## config.mk

```make
export PLATFORM = sky130hd
export DESIGN_NAME = rlpfd_ctrl
export DESIGN_NICKNAME = d
export VERILOG_FILES = /design/src/sv/rlpfd_pkg.sv /design/src/sv/rlpfd_ctrl.sv
export SDC_FILE = /design/constraint.sdc
export NUM_CORES = 1
export LEC_CHECK = 0
export BUFFER_PORTS_ARGS = -buffer_cell sky130_fd_sc_hd__buf_2
export CAP_MARGIN = 20
export CELL_PAD_IN_SITES_DETAIL_PLACEMENT = 1
export CELL_PAD_IN_SITES_GLOBAL_PLACEMENT = 1
export CORE_AREA = 3 3 40 42
export CTS_BUF_LIST = sky130_fd_sc_hd__clkbuf_2 sky130_fd_sc_hd__clkbuf_4 sky130_fd_sc_hd__clkbuf_8
export CTS_CLUSTER_DIAMETER = 60
export DETAILED_ROUTE_END_ITERATION = 8
export DIE_AREA = 0 0 43 45
export PLACE_DENSITY = 0.61
export SLEW_MARGIN = 20
export SYNTH_ARGS = -nofsm -noshare
export SYNTH_HDL_FRONTEND = slang
export SYNTH_SLANG_ARGS = --single-unit
```

## constraint.sdc

```tcl
create_clock -name clock -period 2.1 [get_ports clock]
set_input_delay 0.525 -clock clock [delete_from_list [all_inputs] [get_ports clock]]
set_output_delay 0.525 -clock clock [all_outputs]
set_load 0.02 [all_outputs]
```

## src/sv/rlpfd_pkg.sv

```systemverilog
`default_nettype none

package rlpfd_pkg;

   // chain size and frame tail
   localparam int LED_COUNT       = 256;
   localparam int RESET_SLOTS     = 50;
   localparam int WORDS_PER_PIXEL = 24;

   // fixed field widths
   localparam int FUNC_W  = 3;
   localparam int IDX_W   = 8;
   localparam int FCNT_W  = 9;
   localparam int COLOR_W = 24;
   localparam int CHAN_W  = 8;
   localparam int WORD_W  = 16;
   localparam int STAT_W  = 2;
   localparam int CSR_IDX_W = 1;

   // derived widths
   localparam int PIX_W  = (LED_COUNT > 1) ? $clog2(LED_COUNT) : 1;
   localparam int CNT_W  = $clog2(LED_COUNT + 1);
   localparam int SUM_W  = $clog2((1 << IDX_W) + (1 << FCNT_W) + LED_COUNT);
   localparam int BIT_W  = $clog2(WORDS_PER_PIXEL);
   localparam int SLOT_W = (RESET_SLOTS > 1) ? $clog2(RESET_SLOTS) : 1;

   typedef enum logic [FUNC_W-1:0] {
      FUNC_SET   = 3'd0,
      FUNC_FILL  = 3'd1,
      FUNC_READ  = 3'd2,
      FUNC_CLEAR = 3'd3,
      FUNC_START = 3'd4,
      FUNC_TICK  = 3'd5
   } func_type;

   typedef enum logic [STAT_W-1:0] {
      STAT_OK    = 2'd0,
      STAT_RANGE = 2'd1,
      STAT_BUSY  = 2'd2
   } status_type;

   typedef enum logic [CSR_IDX_W-1:0] {
      CSR_ONE_HIGH  = 1'b0,
      CSR_ZERO_HIGH = 1'b1
   } csr_index_type;

   typedef enum logic [3:0] {
      S_IDLE = 4'b0001,
      S_EXEC = 4'b0010,
      S_FILL = 4'b0100,
      S_WAIT = 4'b1000
   } state_type;

   // controller to datapath
   typedef struct packed {
      logic capture;
      logic do_set;
      logic do_clear;
      logic fill_write;
      logic rd_issue;
      logic respond;
   } ctrl_cmd_type;

   // datapath to controller
   typedef struct packed {
      logic [FUNC_W-1:0] func;
      logic              idx_in_range;
      logic              tick_pixel;
      logic              fill_more;
   } dp_status_type;

endpackage

`default_nettype wire

```

## src/sv/rlpfd_ctrl.sv

```systemverilog
`default_nettype none

module rlpfd_ctrl (
   input  wire logic                     clock,
   input  wire logic                     reset,
   input  wire logic                     start,
   output logic                          busy,
   input  wire rlpfd_pkg::dp_status_type sts,
   output rlpfd_pkg::ctrl_cmd_type       cmd
);

   rlpfd_pkg::state_type state_ff, state_in;

   always_ff @(posedge clock) begin
      if (reset) begin
         state_ff <= rlpfd_pkg::S_IDLE;
      end else begin
         state_ff <= state_in;
      end
   end

   assign busy = (state_ff != rlpfd_pkg::S_IDLE);

   always_comb begin
      state_in = state_ff;
      cmd      = '0;
      unique case (state_ff)
         rlpfd_pkg::S_IDLE: begin
            if (start) begin
               cmd.capture = 1'b1;
               state_in    = rlpfd_pkg::S_EXEC;
            end
         end
         rlpfd_pkg::S_EXEC: begin
            unique case (sts.func)
               rlpfd_pkg::FUNC_SET: begin
                  cmd.do_set  = 1'b1;
                  cmd.respond = 1'b1;
                  state_in    = rlpfd_pkg::S_IDLE;
               end
               rlpfd_pkg::FUNC_FILL: begin
                  state_in = rlpfd_pkg::S_FILL;
               end
               rlpfd_pkg::FUNC_READ: begin
                  if (sts.idx_in_range) begin
                     cmd.rd_issue = 1'b1;
                     state_in     = rlpfd_pkg::S_WAIT;
                  end else begin
                     cmd.respond = 1'b1;
                     state_in    = rlpfd_pkg::S_IDLE;
                  end
               end
               rlpfd_pkg::FUNC_CLEAR: begin
                  cmd.do_clear = 1'b1;
                  cmd.respond  = 1'b1;
                  state_in     = rlpfd_pkg::S_IDLE;
               end
               rlpfd_pkg::FUNC_TICK: begin
                  if (sts.tick_pixel) begin
                     cmd.rd_issue = 1'b1;
                     state_in     = rlpfd_pkg::S_WAIT;
                  end else begin
                     cmd.respond = 1'b1;
                     state_in    = rlpfd_pkg::S_IDLE;
                  end
               end
               default: begin
                  // start frame and unused codes
                  cmd.respond = 1'b1;
                  state_in    = rlpfd_pkg::S_IDLE;
               end
            endcase
         end
         rlpfd_pkg::S_FILL: begin
            if (sts.fill_more) begin
               cmd.fill_write = 1'b1;
            end else begin
               cmd.respond = 1'b1;
               state_in    = rlpfd_pkg::S_IDLE;
            end
         end
         rlpfd_pkg::S_WAIT: begin
            cmd.respond = 1'b1;
            state_in    = rlpfd_pkg::S_IDLE;
         end
         default: begin
            state_in = rlpfd_pkg::S_IDLE;
         end
      endcase
   end

endmodule

`default_nettype wire

```

# [Word-level counts from Yosys, hierarchy flattened]
# Index checks and enable logic that the tools add are counted.
[word_totals] ff_bits=4 input_bits=9 out_inout_bits=7 wordCells=36
[op_classes] eq_ne=11 mux=22 n_reduce_logical=2
[op_table] op="4-bit one-hot mux with 3 select lines" n=2
[op_table] op="4-bit 2-to-1 mux" n=4
[op_table] op="1-bit 2-to-1 mux" n=12
[op_table] op="3-bit by 2-bit == test with 1-bit output, second input constant" n=2
[op_table] op="1-bit one-hot mux with 3 select lines" n=2
[op_table] op="4-bit by 1-bit == test with 1-bit output, second input constant" n=1
[op_table] op="4-bit by 2-bit == test with 1-bit output, second input constant" n=1
[op_table] op="4-bit by 3-bit == test with 1-bit output, second input constant" n=1
[op_table] op="4-bit == test, second input constant" n=1
[op_table] op="2-bit inequality test, second input constant" n=2
[op_table] op="4-bit by 1-bit inequality test with 1-bit output, second input constant" n=1
[op_table] op="3-bit by 1-bit == test with 1-bit output, second input constant" n=1
[op_table] op="3-bit == test, second input constant" n=1
[op_table] op="3-bit zero test" n=1
[op_table] op="2-bit 2-to-1 mux" n=1
[op_table] op="1-bit one-hot mux with 2 select lines" n=1
[op_table] op="2-bit AND reduction" n=1

# [Longest topological paths before layout]
[depth] word_depth=3 depth_mapped=4 mapped_depth_nobuf=3

# [Least setup slack after synthesis]
# No wires, ideal clock.
[synth_timing] path_kind="reg2out" from="register state_ff[0]" to="output port cmd[4] (netlist bit)" t_arrival_ps=1608 required_ps=1575 path_slack_ps=-33 path_stages_with_launch=4 n_path_buf=1 cell_sequence="dfxtp_1 > or4b_4 > buf_6 > nor4_1"
[synth_lines] element="start: declaration" line_no="rlpfd_ctrl.sv:12" text="rlpfd_pkg::state_type state_ff, state_in;"
[synth_lines] element="start signal: assignment" line_no="rlpfd_ctrl.sv:16" text="state_ff <= rlpfd_pkg::S_IDLE;"
[synth_lines] element="start signal: assignment" line_no="rlpfd_ctrl.sv:18" text="state_ff <= state_in;"
[synth_lines] element="end: declaration" line_no="rlpfd_ctrl.sv:9" text="output rlpfd_pkg::ctrl_cmd_type cmd"

==> metrics.md <==
| Metric | Value |
|---|---|
| Post-synth top area cell | `dfxtp_1` |
| Drt drc | `0` |
| Pwr/cell area | `582 mW/mm2` |
| Syn Inst Count | `33` |
| Ys Warns | `0` |
| P_leak | `roughly 0.21 nW` |
| H-Tree Depth | `1` |
| Largest registers | `state_ff: 4 flops` |
| Overflow after GRT | `0` |
| Tmin final | `roughly 2.0 ns` |
| Vias in the first global route | `331` |
| Buf/Inv on CP | `2` |
| DRT iter0 DRCs | `6` |
| Vert. Die Dim | `45 um` |
| Initial Util | `23.6%` |
| # IOs | `16` |
| Place WS | `0.0343 ns` |
| First-pass GRT wire length | `around 1.4 mm` |
| CTS tree | `yes` |
| Worst-path maximum fanout | `3` |
| Vias | `355` |
| Rel. slew slack | `81.6%` |
| Root buf cell | `clkbuf_4` |
| Vias per inst | `about 5.1` |
| Reg2reg path depth | `4` |
| Max Freq | `slightly below 500 MHz` |
| Slowest CP cell | `or4bb_4` |
| Util after Layout | `between 30% and 40%` |
| Unrepaired setup endpoints after global routing | `true` |
| Most used cell, CP | `buf_2` |
| Clock transition at the registers of the reported paths | `0.04 ns` |
| Setup CP Type | `input pin to output port` |
| Final hold violation count | `0` |
| Core area | `0.00128 mm2` |
| Final Setup Violations | `0` |
| Number of buffers created by CTS | `3` |
| Data required, critical path | `1.57 ns` |
| Worst hold path class | `input pin to register` |
| Nets@finish | `66` |
| Family with the most delay on the worst path | `simple AND/OR/NAND/NOR gates` |
| Pins over their slew limit | `0` |
| Status | `complete, no violations` |
| Setup tns final | `0 ns` |
| Final period utilization | `a little over nine tenths` |
| Top cells by count, synth | `dfxtp_1, nor3_1` |
| Rows | `13` |
| Die width | `43 um` |
| Num Clock Sinks | `4` |
| Post-synth EDFFs | `0` |
| Hold Crit Depth | `2` |
| Actual slew at the worst max-slew pin | `between 0.2 and 0.3 ns` |
| Critical Path End Type | `output port` |
| Clock skew | `0.00509 ns` |
| Commonest register cell after synthesis | `dfxtp_1` |
| Post-synthesis sequential area ratio | `between 20% and 30%` |
| Post-Syn Area | `between 300 and 400 um2` |
| Wire per inst | `12.3 um` |
| Antenna Nets Post-Route | `0` |
| Max FFs per register | `4` |
| Area contributors post-synth | `dfxtp_1, nor4b_4, or3b_2, nor3_1, nand3b_1` |
| Path length in cells of the critical path | `4` |
| GRT Overall Usage | `9.74%` |
| Syn Nets | `42` |
| Max IR drop VDD | `345 uV` |
| Netlist cell types | `24` |
| Inserted Diodes | `0` |
| Syn_area_per_cell | `~9 um2` |
| Setup slack after layout | `0.0522 ns` |
| Routability cong. | `0.662` |
| Clk Latency, worst-skew pair | `0.24 ns` |
| Top reg by flops | `state_ff` |
| Tot Pwr | `277 uW` |
| Cell chain of the critical path | `buf_2, or4bb_4, a21oi_2, buf_2` |
| Post-synthesis register bit count | `4` |
| Die ar. | `roughly 0.0019 mm2` |
| First drt pass iteration count | `4` |
| Slowest cell delay on critical path | `0.55 ns` |
| # hold bufs at CTS | `0` |
| Share of layout cells above drive strength 1 | `60.0%` |
| Area share of the largest cell type after synthesis | `26.4%` |
| Most frequent cell after synthesis | `dfxtp_1` |
| Critical path arrival | `1.52 ns` |
| CTS max path bufs | `2` |
| Startpoint types | `input pin` |
| Layout area overhead | `57.4%` |
| Initial antenna violation count | `0` |
| Largest net degree at the start of global routing | `7` |
| Maxcap violations | `0` |
| Post-synth ARST share | `0%` |
| IO Port Bufs | `15` |
| Final wirelength | `858 um` |
per-layer routing:
metal	up-vias	GRT usage, %	share of wire [%]
met5	-	0	0
met4	0	1.81	0
li1	174	-	-
met1	167	12.0	45
met3	0	4.78	8.9
met2	14	15.6	46
layout by cell type (no fill, tap or decap), drive strengths merged, types with 2 or more instances in the layout:
master  Yosys  layout
a21oi       2       2
or3b        2       2
nor4b       2       2
nor3        3       3
nand3b      2       2
nor2        2       2
clkbuf      0       3
buf         1      20
inv         2       2
dfxtp       4       4
kinds of logic (layout without fill, tap and decap cells):
| family | count (synthesis) | count (layout) | share of synthesized area [%] |
|---|---|---|---|
| simple gates | 18 | 18 | 47.1 |
| buf+inv | 3 | 25 | 6.20 |
| mux | 1 | 1 | 3.31 |
| flops | 4 | 4 | 26.4 |
| compound gates | 7 | 7 | 16.9 |
final timing paths:
check / start / slack, ns / endpoint
worst max-delay path: sts[5] / 0.05 / cmd[1]
worst min register to register: state_ff[1] / 0.65 / state_ff[2]
worst min-delay path: reset / 0.48 / state_ff[1]
worst max register to register: state_ff[2] / 0.55 / state_ff[2]
power by group:
part           total (mW)  switching (mW)  internal [mW]
Sequential         0.0927         0.00846         0.0843
Combinational      0.0891          0.0463         0.0428
Clock              0.0957          0.0317         0.0639
final cells by class:
| cell class | instances | area (um2) |
|---|---|---|
| fillers | 161 | 808 |
| inverters | 2 | 7.51 |
| flip-flops and latches | 4 | 82.6 |
| well taps | 15 | 18.8 |
| multi-input cells | 26 | 228 |
| repair buffers | 20 | 118 |
| clock buffers | 3 | 22.5 |
timing repair:
action,4_1_cts,5_1_grt
buffers inserted,0,1
endpoints found under the setup margin,0,4
gates resized for setup,0,7
through the flow:
stage	cells	instance area (um2)	hold slack, ns
6_report	70	477	0.476
5_1_grt	70	477	0.480
4_1_cts	69	444	0.478
3_5_place_dp	66	422	0.704
3_3_place_gp	66	422	0.695
2_1_floorplan	33	309	0.597
Power figures use the tool's default switching activity.
